[config.mk]
export PLATFORM = sky130hd
export DESIGN_NAME = wind_frame_builder_manchester
export DESIGN_NICKNAME = d
export VERILOG_FILES = /design/src/design/wfb_pkg.sv /design/src/design/wfb_front.sv /design/src/design/wfb_queue.sv /design/src/design/wfb_back.sv /design/src/design/wind_frame_builder_manchester.sv
export SDC_FILE = /design/constraint.sdc
export NUM_CORES = 1
export LEC_CHECK = 0
export BUFFER_PORTS_ARGS = -buffer_cell sky130_fd_sc_hd__buf_4
export CORE_UTILIZATION = 60
export DETAILED_ROUTE_END_ITERATION = 7
export PLACE_DENSITY = 0.75
export SYNTH_ARGS = -nofsm -noshare
export SYNTH_HDL_FRONTEND = slang
export SYNTH_SLANG_ARGS = --single-unit
[constraint.sdc]
create_clock -name i_clk -period 6.05 [get_ports i_clk]
set_input_delay 1.21 -clock i_clk [delete_from_list [all_inputs] [get_ports i_clk]]
set_output_delay 1.21 -clock i_clk [all_outputs]
set_load 0.01 [all_outputs]
[src/design/wfb_pkg.sv]
// wfb_pkg: shared types, frame constants and the symbol encoder of the wind frame builder
// no dependencies; imported by every module of the block
`default_nettype none

package wfb_pkg;

    // frame layout
    localparam int unsigned FRAME_BYTES = 13;
    localparam logic [3:0]  IDX_SYNC    = 4'd3;
    localparam logic [3:0]  IDX_ID      = 4'd4;
    localparam logic [3:0]  IDX_CHAN    = 4'd5;
    localparam logic [3:0]  IDX_ROLL    = 4'd6;
    localparam logic [3:0]  IDX_BATT    = 4'd7;
    localparam logic [3:0]  IDX_ZERO    = 4'd8;
    localparam logic [3:0]  IDX_WIND0   = 4'd9;
    localparam logic [3:0]  IDX_WIND1   = 4'd10;
    localparam logic [3:0]  IDX_WIND2   = 4'd11;
    localparam logic [3:0]  IDX_LAST    = 4'(FRAME_BYTES - 1);

    // fixed byte values
    localparam logic [7:0] PREAMBLE_BYTE = 8'hFF;
    localparam logic [7:0] SYNC_BYTE     = 8'hA1;
    localparam logic [7:0] ID_BYTE       = 8'h98;
    localparam logic [3:0] CHAN_HI       = 4'h4;
    localparam logic [7:0] BATT_LOW_FLAG = 8'h40;
    localparam logic [7:0] ZERO_BYTE     = 8'h00;

    // nibble sum of the fixed parts: low nibble of sync, id byte, high nibble of channel byte
    localparam logic [7:0] CSUM_BASE = 8'(SYNC_BYTE[3:0]) + 8'(ID_BYTE[7:4])
                                     + 8'(ID_BYTE[3:0]) + 8'(CHAN_HI);

    // readings
    localparam logic [9:0] MAX_READING = 10'd999;

    // configuration register indexes
    localparam logic [1:0] CFG_ROLLING_CODE = 2'd0;
    localparam logic [1:0] CFG_CHANNEL      = 2'd1;

    typedef struct packed {
        logic [7:0] rolling_code;
        logic [3:0] channel;
    } t_cfg;

    // one reading after clamping, with its quotients by ten and by a hundred
    typedef struct packed {
        logic [9:0] gust;
        logic [6:0] gust_div10;
        logic [3:0] gust_div100;
        logic [9:0] avg;
        logic [6:0] avg_div10;
        logic [3:0] avg_div100;
        logic       battery_ok;
    } t_reading;

    // bits sent 4..7 then 0..3, 1 -> 10, 0 -> 01, first pair in the top bits
    function automatic logic [15:0] f_manchester(input logic [7:0] b);
        logic [15:0] w;
        logic [2:0]  pos;
        w = '0;
        for (int k = 0; k < 8; k++) begin
            pos = 3'(k + 4);
            w   = {w[13:0], (b[pos] ? 2'b10 : 2'b01)};
        end
        return w;
    endfunction

endpackage

`default_nettype wire

[src/design/wfb_front.sv]
// wfb_front: input stage, clamps a reading and splits it by reciprocal multiplication
// depends on wfb_pkg
`default_nettype none

module wfb_front (
    input  wire logic              i_clk,
    input  wire logic              i_rst_n,
    input  wire logic              i_in_valid,
    output logic                   o_in_ready,
    input  wire logic [9:0]        i_gust,
    input  wire logic [9:0]        i_avg_wind,
    input  wire logic              i_battery_ok,
    output logic                   o_push_valid,
    input  wire logic              i_push_ready,
    output wfb_pkg::t_reading      o_push_data
);
    import wfb_pkg::*;

    logic       r_valid;
    t_reading   r_entry;
    t_reading   n_entry;
    logic [9:0] w_gust;
    logic [9:0] w_avg;
    logic [17:0] w_gust_p10;
    logic [17:0] w_avg_p10;
    logic [15:0] w_gust_p100;
    logic [15:0] w_avg_p100;

    // saturate readings
    assign w_gust = (i_gust > MAX_READING) ? MAX_READING : i_gust;
    assign w_avg  = (i_avg_wind > MAX_READING) ? MAX_READING : i_avg_wind;

    // v/10 = (v*205)>>11 and v/100 = (v*41)>>12, exact below 1000
    assign w_gust_p10  = 18'(w_gust) * 18'd205;
    assign w_avg_p10   = 18'(w_avg) * 18'd205;
    assign w_gust_p100 = 16'(w_gust) * 16'd41;
    assign w_avg_p100  = 16'(w_avg) * 16'd41;

    always_comb begin
        n_entry.gust        = w_gust;
        n_entry.gust_div10  = w_gust_p10[17:11];
        n_entry.gust_div100 = w_gust_p100[15:12];
        n_entry.avg         = w_avg;
        n_entry.avg_div10   = w_avg_p10[17:11];
        n_entry.avg_div100  = w_avg_p100[15:12];
        n_entry.battery_ok  = i_battery_ok;
    end

    assign o_in_ready   = !r_valid || i_push_ready;
    assign o_push_valid = r_valid;
    assign o_push_data  = r_entry;

    // holding register toward the queue
    always_ff @(posedge i_clk) begin
        if (!i_rst_n) begin
            r_valid <= 1'b0;
        end else if (o_in_ready) begin
            r_valid <= i_in_valid;
        end
    end

    always_ff @(posedge i_clk) begin
        if (o_in_ready && i_in_valid) begin
            r_entry <= n_entry;
        end
    end

endmodule

`default_nettype wire

[src/design/wfb_queue.sv]
// wfb_queue: short fifo of readings between the input stage and the frame sequencer
// depends on wfb_pkg
`default_nettype none

module wfb_queue #(
    parameter int DEPTH = 2
) (
    input  wire logic              i_clk,
    input  wire logic              i_rst_n,
    input  wire logic              i_push_valid,
    output logic                   o_push_ready,
    input  wire wfb_pkg::t_reading i_push_data,
    output logic                   o_pop_valid,
    input  wire logic              i_pop,
    output wfb_pkg::t_reading      o_pop_data
);
    import wfb_pkg::*;

    localparam int PTR_W = (DEPTH > 1) ? $clog2(DEPTH) : 1;
    localparam int CNT_W = $clog2(DEPTH + 1);
    localparam logic [PTR_W-1:0] LAST_PTR = PTR_W'(DEPTH - 1);
    localparam logic [CNT_W-1:0] FULL_CNT = CNT_W'(DEPTH);

    t_reading         r_mem [DEPTH];
    logic [PTR_W-1:0] r_wr;
    logic [PTR_W-1:0] r_rd;
    logic [CNT_W-1:0] r_cnt;
    logic             w_push;
    logic             w_pop;

    assign o_push_ready = (r_cnt != FULL_CNT);
    assign o_pop_valid  = (r_cnt != '0);
    assign o_pop_data   = r_mem[r_rd];
    assign w_push       = i_push_valid && o_push_ready;
    assign w_pop        = i_pop && o_pop_valid;

    // storage
    always_ff @(posedge i_clk) begin
        if (w_push) begin
            r_mem[r_wr] <= i_push_data;
        end
    end

    // pointers and fill count
    always_ff @(posedge i_clk) begin
        if (!i_rst_n) begin
            r_wr  <= '0;
            r_rd  <= '0;
            r_cnt <= '0;
        end else begin
            if (w_push) begin
                r_wr <= (r_wr == LAST_PTR) ? '0 : r_wr + 1'b1;
            end
            if (w_pop) begin
                r_rd <= (r_rd == LAST_PTR) ? '0 : r_rd + 1'b1;
            end
            if (w_push && !w_pop) begin
                r_cnt <= r_cnt + 1'b1;
            end else if (w_pop && !w_push) begin
                r_cnt <= r_cnt - 1'b1;
            end
        end
    end

endmodule

`default_nettype wire

[src/design/wfb_back.sv]
// wfb_back: frame sequencer, turns one queued reading into thirteen frame bytes
// depends on wfb_pkg
`default_nettype none

module wfb_back (
    input  wire logic              i_clk,
    input  wire logic              i_rst_n,
    input  wire wfb_pkg::t_cfg     i_cfg,
    input  wire logic              i_pop_valid,
    output logic                   o_pop,
    input  wire wfb_pkg::t_reading i_pop_data,
    output logic                   o_out_valid,
    input  wire logic              i_out_ready,
    output logic [7:0]             o_packet_byte,
    output logic [3:0]             o_byte_index,
    output logic [15:0]            o_symbol_word,
    output logic                   o_last
);
    import wfb_pkg::*;

    logic       r_busy;
    logic [3:0] r_idx;
    logic       r_out_valid;

    // current frame digits
    logic [3:0] r_g1, r_g10, r_g100, r_a1, r_a10, r_a100;
    logic       r_batt_ok;

    logic [9:0] w_g1_full, w_a1_full;
    logic [6:0] w_g10_full, w_a10_full;
    logic       w_adv;
    logic       w_load;
    logic [7:0] w_sum;
    logic [7:0] w_byte;

    assign w_adv  = !r_out_valid || i_out_ready;
    assign w_load = i_pop_valid && (!r_busy || (w_adv && r_idx == IDX_LAST));
    assign o_pop  = w_load;

    // digits from the quotients
    assign w_g1_full  = i_pop_data.gust - 10'(i_pop_data.gust_div10) * 10'd10;
    assign w_a1_full  = i_pop_data.avg - 10'(i_pop_data.avg_div10) * 10'd10;
    assign w_g10_full = i_pop_data.gust_div10 - 7'(i_pop_data.gust_div100) * 7'd10;
    assign w_a10_full = i_pop_data.avg_div10 - 7'(i_pop_data.avg_div100) * 7'd10;

    always_ff @(posedge i_clk) begin
        if (w_load) begin
            r_g1      <= w_g1_full[3:0];
            r_g10     <= w_g10_full[3:0];
            r_g100    <= i_pop_data.gust_div100;
            r_a1      <= w_a1_full[3:0];
            r_a10     <= w_a10_full[3:0];
            r_a100    <= i_pop_data.avg_div100;
            r_batt_ok <= i_pop_data.battery_ok;
        end
    end

    // nibble checksum over the low nibble of byte 3 and both nibbles of bytes 4 to 11
    assign w_sum = CSUM_BASE + 8'(i_cfg.channel)
                 + 8'(i_cfg.rolling_code[7:4]) + 8'(i_cfg.rolling_code[3:0])
                 + (r_batt_ok ? 8'd0 : 8'(BATT_LOW_FLAG[7:4]))
                 + 8'(r_g1) + 8'(r_g10) + 8'(r_g100)
                 + 8'(r_a1) + 8'(r_a10) + 8'(r_a100);

    // byte select by position
    always_comb begin
        case (r_idx)
            IDX_SYNC:  w_byte = SYNC_BYTE;
            IDX_ID:    w_byte = ID_BYTE;
            IDX_CHAN:  w_byte = {CHAN_HI, i_cfg.channel};
            IDX_ROLL:  w_byte = i_cfg.rolling_code;
            IDX_BATT:  w_byte = r_batt_ok ? ZERO_BYTE : BATT_LOW_FLAG;
            IDX_ZERO:  w_byte = ZERO_BYTE;
            IDX_WIND0: w_byte = {r_g1, r_g10};
            IDX_WIND1: w_byte = {r_g100, r_a1};
            IDX_WIND2: w_byte = {r_a10, r_a100};
            IDX_LAST:  w_byte = {w_sum[3:0], w_sum[7:4]};
            default:   w_byte = PREAMBLE_BYTE;
        endcase
    end

    // sequencer control
    always_ff @(posedge i_clk) begin
        if (!i_rst_n) begin
            r_busy      <= 1'b0;
            r_idx       <= '0;
            r_out_valid <= 1'b0;
        end else begin
            if (w_adv) begin
                r_out_valid <= r_busy;
            end
            if (!r_busy) begin
                if (w_load) begin
                    r_busy <= 1'b1;
                    r_idx  <= '0;
                end
            end else if (w_adv) begin
                if (r_idx == IDX_LAST) begin
                    r_busy <= w_load;
                    r_idx  <= '0;
                end else begin
                    r_idx <= r_idx + 4'd1;
                end
            end
        end
    end

    // output register
    always_ff @(posedge i_clk) begin
        if (w_adv && r_busy) begin
            o_packet_byte <= w_byte;
            o_byte_index  <= r_idx;
            o_symbol_word <= f_manchester(w_byte);
            o_last        <= (r_idx == IDX_LAST);
        end
    end

    assign o_out_valid = r_out_valid;

    // checks
    a_last_mark: assert property (@(posedge i_clk) disable iff (!i_rst_n)
        r_out_valid |-> (o_last == (o_byte_index == IDX_LAST)))
        else $error("last mark does not match byte position");

    a_index_range: assert property (@(posedge i_clk) disable iff (!i_rst_n)
        r_out_valid |-> (o_byte_index <= IDX_LAST))
        else $error("byte position beyond frame");

    a_next_byte: assert property (@(posedge i_clk) disable iff (!i_rst_n)
        (r_out_valid && i_out_ready && !o_last) |=>
            (r_out_valid && o_byte_index == 4'($past(o_byte_index) + 4'd1)))
        else $error("frame bytes not back to back in order");

    a_busy_index: assert property (@(posedge i_clk) disable iff (!i_rst_n)
        !r_busy |-> (r_idx == '0))
        else $error("position counter left set while idle");

endmodule

`default_nettype wire

[src/design/wind_frame_builder_manchester.sv]
// wind_frame_builder_manchester: top level, configuration registers and the three stages
// depends on wfb_pkg, wfb_front, wfb_queue, wfb_back
//
// Usage: one wind reading (gust, avg_wind, battery_ok) is a transfer on the input
// channel (i_in_valid / o_in_ready). It becomes a 13-byte radio frame sent as 13
// transfers on the output channel (o_out_valid / i_out_ready), one per frame byte,
// each with the raw byte, its position, its Manchester symbol word and a last mark
// on the checksum byte.
// Path: a reading passes the input stage's holding register, the reading queue and
// the frame sequencer before its first byte leaves the output register. Throughput:
// one byte per cycle while i_out_ready is high; the frame sequencer's byte counter
// limits how fast readings go through. The input stage and the reading queue
// (QUEUE_DEPTH entries) keep taking readings while a frame is still going out.
// Configuration: i_cfg_we writes rolling_code (index 0) or channel (index 1) from
// i_cfg_data; other indexes are ignored. Write only while no frame is pending.
// Reset: synchronous, active low; clears all valids, empties the queue and sets
// rolling_code to 1 and channel to 0.
// Stall: when i_out_ready is low the current byte holds; the queue fills and then
// o_in_ready drops until bytes move again.
`default_nettype none

module wind_frame_builder_manchester #(
    parameter int QUEUE_DEPTH = 2
) (
    input  wire logic        i_clk,
    input  wire logic        i_rst_n,
    input  wire logic        i_cfg_we,
    input  wire logic [1:0]  i_cfg_index,
    input  wire logic [7:0]  i_cfg_data,
    input  wire logic        i_in_valid,
    output logic             o_in_ready,
    input  wire logic [9:0]  i_gust,
    input  wire logic [9:0]  i_avg_wind,
    input  wire logic        i_battery_ok,
    output logic             o_out_valid,
    input  wire logic        i_out_ready,
    output logic [7:0]       o_packet_byte,
    output logic [3:0]       o_byte_index,
    output logic [15:0]      o_symbol_word,
    output logic             o_last
);
    import wfb_pkg::*;

    t_cfg     r_cfg;
    logic     w_push_valid;
    logic     w_push_ready;
    t_reading w_push_data;
    logic     w_pop_valid;
    logic     w_pop;
    t_reading w_pop_data;

    // configuration registers
    always_ff @(posedge i_clk) begin
        if (!i_rst_n) begin
            r_cfg.rolling_code <= 8'd1;
            r_cfg.channel      <= 4'd0;
        end else if (i_cfg_we) begin
            case (i_cfg_index)
                CFG_ROLLING_CODE: r_cfg.rolling_code <= i_cfg_data;
                CFG_CHANNEL:      r_cfg.channel      <= i_cfg_data[3:0];
                default:          ;
            endcase
        end
    end

    // input stage
    wfb_front u_front (
        .i_clk        (i_clk),
        .i_rst_n      (i_rst_n),
        .i_in_valid   (i_in_valid),
        .o_in_ready   (o_in_ready),
        .i_gust       (i_gust),
        .i_avg_wind   (i_avg_wind),
        .i_battery_ok (i_battery_ok),
        .o_push_valid (w_push_valid),
        .i_push_ready (w_push_ready),
        .o_push_data  (w_push_data)
    );

    // reading queue
    wfb_queue #(
        .DEPTH (QUEUE_DEPTH)
    ) u_queue (
        .i_clk        (i_clk),
        .i_rst_n      (i_rst_n),
        .i_push_valid (w_push_valid),
        .o_push_ready (w_push_ready),
        .i_push_data  (w_push_data),
        .o_pop_valid  (w_pop_valid),
        .i_pop        (w_pop),
        .o_pop_data   (w_pop_data)
    );

    // frame sequencer
    wfb_back u_back (
        .i_clk         (i_clk),
        .i_rst_n       (i_rst_n),
        .i_cfg         (r_cfg),
        .i_pop_valid   (w_pop_valid),
        .o_pop         (w_pop),
        .i_pop_data    (w_pop_data),
        .o_out_valid   (o_out_valid),
        .i_out_ready   (i_out_ready),
        .o_packet_byte (o_packet_byte),
        .o_byte_index  (o_byte_index),
        .o_symbol_word (o_symbol_word),
        .o_last        (o_last)
    );

endmodule

`default_nettype wire

== Word-level counts from Yosys, hierarchy flattened ==
Memory sizes are Yosys's and may differ from the RTL's. A register that Yosys moved wholly into a read port is not among the register bits.
Index checks and enable logic that the tools add are counted.

* Latch bits: 0
* Flip-flop bits (word level): 120
* ROM bits: 0
* Memory bits (writable): 86
* Memories kept: 1
* Logic and storage cells: 122
* Output and inout port bits: 31

* Eq/ne operators: 13
* Multiplexer cells: 29
* $mul: 8
* Reduce and logical (&&, ||, !) cells: 23
* Divide/modulo/power cells: 0
* $lt $le $gt $ge: 2
* $add $sub $neg: 19
* Shift operators: 0
* Bitwise operators: 0

{| class="wikitable"
|+ Memory list
! memory !! depth !! bits a word !! rd ports !! clocked after Yosys merged registers in !! write ports !! RTL line !! source
|-
| u_queue.r_mem || 2 || 43 || 1 || 1 || 1 || wfb_queue.sv:24 || <nowiki>t_reading r_mem [DEPTH];</nowiki>
|}

{| class="wikitable"
|+ Operators by type and width
! kind !! number
|-
| 8-bit one-hot mux with 10 select lines || 1
|-
| 8-bit by 4-bit adder with 8-bit output || 8
|-
| 10-bit by 8-bit multiplier with 18-bit output (second input constant) || 2
|-
| 10-bit by 6-bit multiplier with 16-bit output (second input constant) || 2
|-
| 4-bit equality test (second input constant) || 5
|-
| 10-bit > comparator (second input constant) || 2
|-
| 10-bit two-way mux || 2
|-
| 2-bit two-way mux || 10
|-
| 4-bit by 3-bit equality test with 1-bit output (second input constant) || 4
|-
| 4-bit two-way mux || 4
|-
| 4-bit subtractor || 4
|-
| 7-bit by 3-bit multiplier with 3-bit output (second input constant) || 2
|-
| 1-bit two-way mux || 10
|-
| 8-bit adder || 1
|-
| 1-bit logical AND || 8
|-
| 4-bit by 3-bit multiplier with 3-bit output (second input constant) || 2
|-
| 7-bit two-way mux || 1
|-
| 5-bit by 4-bit adder with 6-bit output (first input constant) || 1
|-
| 2-bit AND reduction || 3
|-
| 2-bit nonzero test || 3
|-
| 1-bit logical NOT || 5
|-
| 4-bit by 1-bit adder with 4-bit output (second input constant) || 1
|-
| 4-bit by 2-bit equality test with 1-bit output (second input constant) || 1
|-
| 2-bit inequality test (second input constant) || 2
|-
| 7 further kinds || 10
|}

== Longest topological paths before layout ==
Gate-level depths: netlist (run 1).

* Depth after elaboration: 12
* Mapped depth: 18
* Mapped depth without buffers: 18

== Modules after synthesis ==
Synthesis (run 1) repeated with hierarchy kept, for this count alone.

* Cells, all modules: 1,039
* Area, all modules: 13,106.3 sq um

{| class="wikitable"
|+ Modules (own cells, without submodules)
! module !! instances !! cells each !! seq. area each (sq um) !! area an instance (sq um)
|-
| wfb_front || 1 || 533 || 1,311.3 || 5,738.0
|-
| wfb_back || 1 || 298 || 1,501.4 || 3,538.4
|-
| wfb_queue || 1 || 158 || 2,682.6 || 3,344.5
|-
| wind_frame_builder_manchester || 1 || 50 || 240.2 || 485.5
|}

== Worst setup path before layout (run 1) ==
Ideal clock, no wire load.

* Kind: input to register
* Start: input i_gust[5]
* End: register u_front.r_entry, in the netlist u_front.o_push_data[28] (data pin)
* Stages: 18
* Slack: 0.805 ns
* Arrival: 4.986 ns
* Buffers on the path: 0
* Library setup time: 0.259 ns
* Data required time: 5.791 ns
* Cell sequence: and3_4 > nand3_1 > nor2_1 > or2_2 > ha_1 > inv_1 > fa_1 > inv_1 > fa_1 > inv_1 > fa_1 > inv_1 > ha_1 > o21a_1 > o21ai_0 > a221oi_1 > o21ai_0 > o31a_1

* Cells in the longest elaborated chain, start to end: 3

{| class="wikitable"
|+ Ends and longest elaborated chain
! element !! RTL line !! source
|-
| start: declaration || wind_frame_builder_manchester.sv:32 || <nowiki>input wire logic [9:0] i_gust,</nowiki>
|-
| 10-bit > comparator || wfb_front.sv:30 || <nowiki>assign w_gust = (i_gust > MAX_READING) ? MAX_READING : i_gust;</nowiki>
|-
| 10-bit two-way mux * || wfb_front.sv:30 ||
|-
| 10-bit by 8-bit multiplier with 18-bit output * || wfb_front.sv:34 || <nowiki>assign w_gust_p10 = 18'(w_gust) * 18'd205;</nowiki>
|-
| named net u_front.w_gust_p10[13] || wfb_front.sv:24 || <nowiki>logic [17:0] w_gust_p10;</nowiki>
|-
| end signal: assignment || wfb_front.sv:64 || <nowiki>r_entry <= n_entry;</nowiki>
|-
| end: declaration || wfb_front.sv:20 || <nowiki>t_reading r_entry;</nowiki>
|}

Mark *: on every way through the listed nets, which the timed path passes. The rest lies on a longest branch.
A chain may end at the register's enable or synchronous reset.

== Worst setup path after layout (run 1) ==
* Start: input i_gust[7]
* End: register u_front.r_entry, in the netlist u_front.o_push_data[28] (data pin)

* Cells in the longest elaborated chain, start to end: 3

{| class="wikitable"
|+ Ends and longest elaborated chain
! element !! RTL line !! source
|-
| 10-bit > comparator || wfb_front.sv:30 ||
|-
| 10-bit two-way mux || wfb_front.sv:30 ||
|-
| named net u_front.w_gust[2] || wfb_front.sv:22 || <nowiki>logic [9:0] w_gust;</nowiki>
|-
| 10-bit by 8-bit multiplier with 18-bit output || wfb_front.sv:34 ||
|-
| named net u_front.w_gust_p10[13] || wfb_front.sv:24 ||
|}

The timed path passes the listed nets, and every way through them passes these cells.

==> results of run 1 <==
-- how the worst min path moves through the flow --
stage | from | to | slack, ns | cells after the start
6_report | u_front.o_push_data[12] | u_queue.r_mem[0][12] | 0.44 | 0
3_3_place_gp | u_front.o_push_data[34] | u_queue.r_mem[0][34] | 0.42 | 0
3_5_place_dp | u_front.o_push_data[12] | u_queue.r_mem[0][12] | 0.43 | 0
4_1_cts | u_front.o_push_data[6] | u_queue.r_mem[0][6] | 0.44 | 0
2_1_floorplan | u_front.o_push_data[0] | u_queue.r_mem[0][0] | 0.42 | 0
5_1_grt | u_front.o_push_data[6] | u_queue.r_mem[0][6] | 0.45 | 0
-- area by class of cell --
cell class | count | area, sq um
multi-input combinational | 554 | 5770
fill | 1300 | 5430
sequential | 145 | 4110
inverter | 211 | 792
timing repair buffer | 70 | 526
clock buffer | 18 | 429
tap | 225 | 282
clock inverter | 14 | 131
-- worst max-delay path, stage by stage --
cell      delay [ns]
buf_4           0.14
and3_4          0.21
nand3_1         0.09
nor2_1          0.28
or2_2           0.22
ha_1            0.27
xor2_1          0.17
ha_1            0.30
fa_1            0.54
inv_1           0.05
fa_1            0.53
inv_1           0.04
ha_1            0.29
o211ai_1        0.09
a21o_1          0.19
a221oi_1        0.49
o21ai_0         0.19
o31a_1          0.13
-- flip-flops by register name, indices dropped and copies added (netlist names), 12 cells and up, named ones only --
register	cells
u_front.o_push_data	25
u_queue.r_mem	50
u_back.o_symbol_word	15
r_cfg	12
-- stage by stage --
stage                     hold WS (ns)  power [mW]
after floorplan                  0.421        4.17
after global placement           0.422        4.82
after detailed placement         0.431        5.03
after CTS                        0.443        6.03
after global routing             0.446        6.59
final                            0.445        5.96
-- per-layer routing --
| layer | vias to the layer above | global-route usage | wire (um) | share of wire |
|---|---|---|---|---|
| met5 | - | 0 | 0 | 0 |
| met3 | 37 | 0.0391 | 644 | 0.034 |
| met4 | 0 | 0.0981 | 463 | 0.025 |
| li1 | 3296 | - | - | - |
| met1 | 3152 | 0.267 | 7930 | 0.42 |
| met2 | 145 | 0.400 | 9630 | 0.52 |
-- cells in the final DEF (no fill, tap or decap), drive strengths merged, types with 18 or more instances in the layout --
| cell | n |
|---|---|
| inv | 216 |
| ha | 160 |
| edfxtp | 121 |
| fa | 73 |
| buf | 70 |
| nor2 | 25 |
| dfxtp | 24 |
| mux2i | 23 |
| a21oi | 22 |
| xnor2 | 22 |
| nand2 | 19 |
| nand3 | 19 |
| nor2b | 19 |
| clkbuf | 18 |
-- power by group through the flow --
stage,Clock (mW),Sequential (mW),Combinational [mW]
after global placement,0,1.54,3.28
after global routing,1.04,1.55,4.00
final,0.985,1.53,3.45
after detailed placement,0,1.55,3.48
after CTS,1.01,1.53,3.50
after floorplan,0,1.51,2.66
-- logic make-up after synthesis --
kind of cell | count (synthesis) | share of synthesized area
AO/OA/AOI/OAI | 112 | 0.0781
AND/OR/NAND/NOR | 138 | 0.0688
adder cells (fa/ha/maj) | 233 | 0.320
flip-flops | 145 | 0.380
multiplexers | 36 | 0.0348
XOR/XNOR | 35 | 0.0308
buffers and inverters | 242 | 0.0883
==> results.cfg, run 1 <==
[hold_path]
min_path_type = flip-flop to flip-flop

[finish]
drive_gt1_frac = 0.134
antenna_cells = 0
area_growth_pct = 11.1
num-nets-final = 1268
utilization = 0.689
final-instance-count-excl-fill = 1237
finalInstanceArea_sq_um = 12000

[detailed_routing]
vias = 6630
viasPerCell = 5.36
detail-route-antenna-nets = 0
drtIter0Drc = 360
wire_per_inst_um = 15.1
drt-total-wl_mm = 18.7
first_pass_iters = 5
drc_errors = 0

[die]
coreArea_sq_um = 17500
start_util = 0.620
pin_count = 67
std_cell_rows = 48
die_x_um = 136
design.die.area_sq_um = 18600
die_height_um = 136

[synth]
avgSynthCellArea_sq_um = 11.5
synth-edff-count = 121
syn_area_sq_um = 10800
async_reset_ff_frac = 0
synth_top_area_cell = edfxtp_1
syn-instance-count = 941
seq_area_frac_synth = 0.380
yosysMostFrequentCell = inv_1
ys_warn_count = 0
ys_ff_latch = 145
syn_nets = 1210
ys_top_cells_by_count = inv_1, ha_1, edfxtp_1
synth_top_flop_cell = edfxtp_1
synthTopCellsByArea = edfxtp_1, ha_1, fa_1
synth_top_area_frac = 0.335
synth.distinct_cells = 58

[worst_setup_path]
cp-endpoint = u_front.o_push_data[28]
startpoint_type = input port
critPathArrivalTime_ns = 5.44
crit_fanout = 7
r2r-start = r_cfg[1]
reg2reg_slack_ns = 1.33
cp.required_ns = 6.22
r2r_end = u_back.o_symbol_word[3]
critical_path_class = input port to flip-flop
critPathLaunch = i_gust[7]
cp-end-kind = flip-flop
ff2ff_path_depth = 15

[placement]
placed_area_sq_um = 11500
place.gp.congestion = 0.892
port_buffers = 66
dp.cells = 1205
hpwl_mm = 15.0
pre_cts_slack_ns = 0.330

[run_status]
status = finished clean

[power_and_ir_drop]
clkPwrFrac = 0.165
combPwrFrac = 0.578
vdd_drop_max_mv = 0.684
p_sw_mw = 2.43
seqPwrFrac = 0.257
leakage_nw = 5.62
swShare = 0.407
powerDensity_nw_per_um2 = 495
p_int_mw = 3.54

[grt]
grt_pass1_wl_mm = 32.1
track_usage = 0.225
grt_max_degree = 27
grt.overflow.total = 0
first_global_vias = 6971
antenna_found_initial = 0

[sta]
finalSetupTns_ns = 0
fin_crit_sh = 0.871
max-slew-margin-rel = 0.237
setup_ws_ns = 0.781
setup_viol = 0
worst_slew_pin_slew_ns = 1.14
max_freq_mhz = 190
slew_viol_final = 0
hold_viol = 0
min_period_ns = 5.27
fin_skew_ns = 0.0118
grt_setup_unrepaired = no

[cts]
hold_buffers = 0
cts.sink_count = 145
post_cts_buffers = 0
cts_buffer_depth = 2
cts_tree = done
post_cts_resized = 0
insertion_delay_ns = 0.42
cts_made_buffers = 17
clk_pin_slew_ns = 0.06
cts-root-buf = clkbuf_16
cts-htree-levels = 4

[flow_run]
max_cap_violations = 0
No activity file was read; power rests on OpenSTA's default activity.
==> run 2: changes to the inputs <==
Settings changed: ABC_AREA set to 1.
==> results.cfg, run 2 <==
[run_status]
status = finished, violations left
violations = DRC

[placement]
port_buffers = 66
placed_area_sq_um = 11900
hpwl_mm = 17.0
place.gp.congestion = 0.899

[worst_setup_path]
startpoint_type = input port
crit_family = adder cells
r2r-start = r_cfg[1]
crit_fanout = 6
critical_path_class = input port to flip-flop
crit_top_cell = inv_1
path_cells = buf_4 > inv_1 > nor2_1 > nand2_1 > inv_1 > nor2_1 > ha_1 > inv_1 > fa_1 > inv_1 > fa_1 > inv_1 > fa_1 > inv_1 > ha_1 > nand2_1 > nor3_1 > nor3b_1 > nand2_1 > nand3_1 > inv_1 > nand2_1 > nand2_1
cp_slowest_cell = fa_1
cp-end-kind = flip-flop
critPathArrivalTime_ns = 5.23
cp.required_ns = 6.23
critPathMaxStageDelay_ns = 0.54
critPathLaunch = i_gust[9]
crit_buf_inv = 8

[die]
die_height_um = 139
start_util = 0.618
die_x_um = 139
coreArea_sq_um = 18100
std_cell_rows = 49
pin_count = 67
design.die.area_sq_um = 19300

[cts]
cts_made_buffers = 17
cts-htree-levels = 4
clk_pin_slew_ns = 0.06
cts_buffer_depth = 2
hold_buffers = 0
post_cts_resized = 0
cts_tree = done
post_cts_buffers = 0
insertion_delay_ns = 0.42
cts-root-buf = clkbuf_16
cts.sink_count = 145

[grt]
track_usage = 0.237
grt_max_degree = 29
grtUsageMet1 = 0.301
grt.overflow.total = 0
antenna_found_initial = 0
use_met2 = 0.418
grt_pass1_wl_mm = 35.9
first_global_vias = 7615
grt_busiest_layer = met2
use_met3 = 0.0300

[finish]
seq_area_sq_um = 4110
finalInstanceArea_sq_um = 12600
fill_cells = 1431
num-nets-final = 1483
area_growth_pct = 12.3
most-common-layout-cells = inv_1, ha_1, nand2_1, edfxtp_1, fa_1
multiInputGateArea_sq_um = 5930
regMostFlops = u_queue.r_mem
layout_commonest_cell = inv_1
drive_gt1_frac = 0.117
antenna_cells = 0
largest_reg_flops = 50

[detailed_routing]
viasPerCell = 5.14
drc_errors = 21
drt-total-wl_mm = 21.2
drtIter0Drc = 334
detail-route-antenna-nets = 0
vias = 7487
first_pass_iters = 7
wire_per_inst_um = 14.5

[synth]
async_reset_ff_frac = 0
syn_area_sq_um = 11200
avgSynthCellArea_sq_um = 9.78
seq_area_frac_synth = 0.367
syn_nets = 1416
ys_warn_count = 0
synth-edff-count = 121
synthTopCellsByArea = edfxtp_1, ha_1, fa_1
ys_top_cells_by_count = inv_1, ha_1, nand2_1
synth_top_flop_cell = edfxtp_1
synth_top_area_frac = 0.324
synth.distinct_cells = 43
yosysMostFrequentCell = inv_1
syn-instance-count = 1147
ys_ff_latch = 145
synth_top_area_cell = edfxtp_1

[flow_run]
max_cap_violations = 0

[power_and_ir_drop]
powerDensity_nw_per_um2 = 516
vdd_drop_max_mv = 0.690
leakage_nw = 6.23
power.total_mw = 6.50

[sta]
min_period_ns = 5.04
worst_slew_pin_slew_ns = 1.10
grt_setup_unrepaired = no
fin_crit_sh = 0.834
setup_viol = 0
fin_skew_ns = 0.00639
finalSetupTns_ns = 0
hold_viol = 0
max-slew-margin-rel = 0.266
max_freq_mhz = 198
slew_viol_final = 0

[hold_path]
min_path_type = flip-flop to flip-flop
hold_start = u_front.o_push_data[24]
[run 2: layout make-up]
cell class	count	share of cell area
clock buffers	20	0.0355
clock inverters	12	0.0183
inverters	283	0.0843
repair buffers	70	0.0417
flip-flops and latches	145	0.327
multi-input cells	697	0.471
well taps	229	0.0227
[run 2: kinds of logic after synthesis]
group,share of synthesized area
AO/OA/AOI/OAI,0.0572
XOR/XNOR,0.0258
adder cells (fa/ha/maj),0.309
buffers and inverters,0.105
flip-flops,0.367
multiplexers,0.0220
AND/OR/NAND/NOR,0.114
[run 2: per-stage QoR]
stage | setup WS, ns | hold slack, ns | utilization | cells
3_5_place_dp | 0.602 | 0.431 | 0.657 | 1424
3_3_place_gp | 0.728 | 0.423 | 0.657 | 1424
4_1_cts | 1.04 | 0.444 | 0.694 | 1456
2_1_floorplan | 1.08 | 0.421 | - | 1147
6_report | 1.01 | 0.444 | 0.694 | 1456
5_1_grt | 0.710 | 0.453 | 0.694 | 1456
[run 2: final timing paths]
check | endpoint | slack (ns) | cells after the start
setup / recovery | u_front.o_push_data[29] | 1.01 | 23
hold / removal | u_queue.r_mem[0][24] | 0.44 | 0
setup reg to reg | u_back.o_symbol_word[2] | 1.46 | 19
hold reg to reg | u_queue.r_mem[0][24] | 0.44 | 0
[run 2: report_power, final]
part           internal (mW)  switching (mW)  leakage (nW)  total [mW]
Combinational           1.52            2.22          4.59        3.74
Sequential              1.44           0.128          1.31        1.57
Clock                  0.788           0.403         0.326        1.19
[run 2: layer usage]
metal  vias up  routed length [um]
met5         -                   0
met2       145               10500
li1       3809                   -
met3        26                 723
met4         0                 344
met1      3507                9650
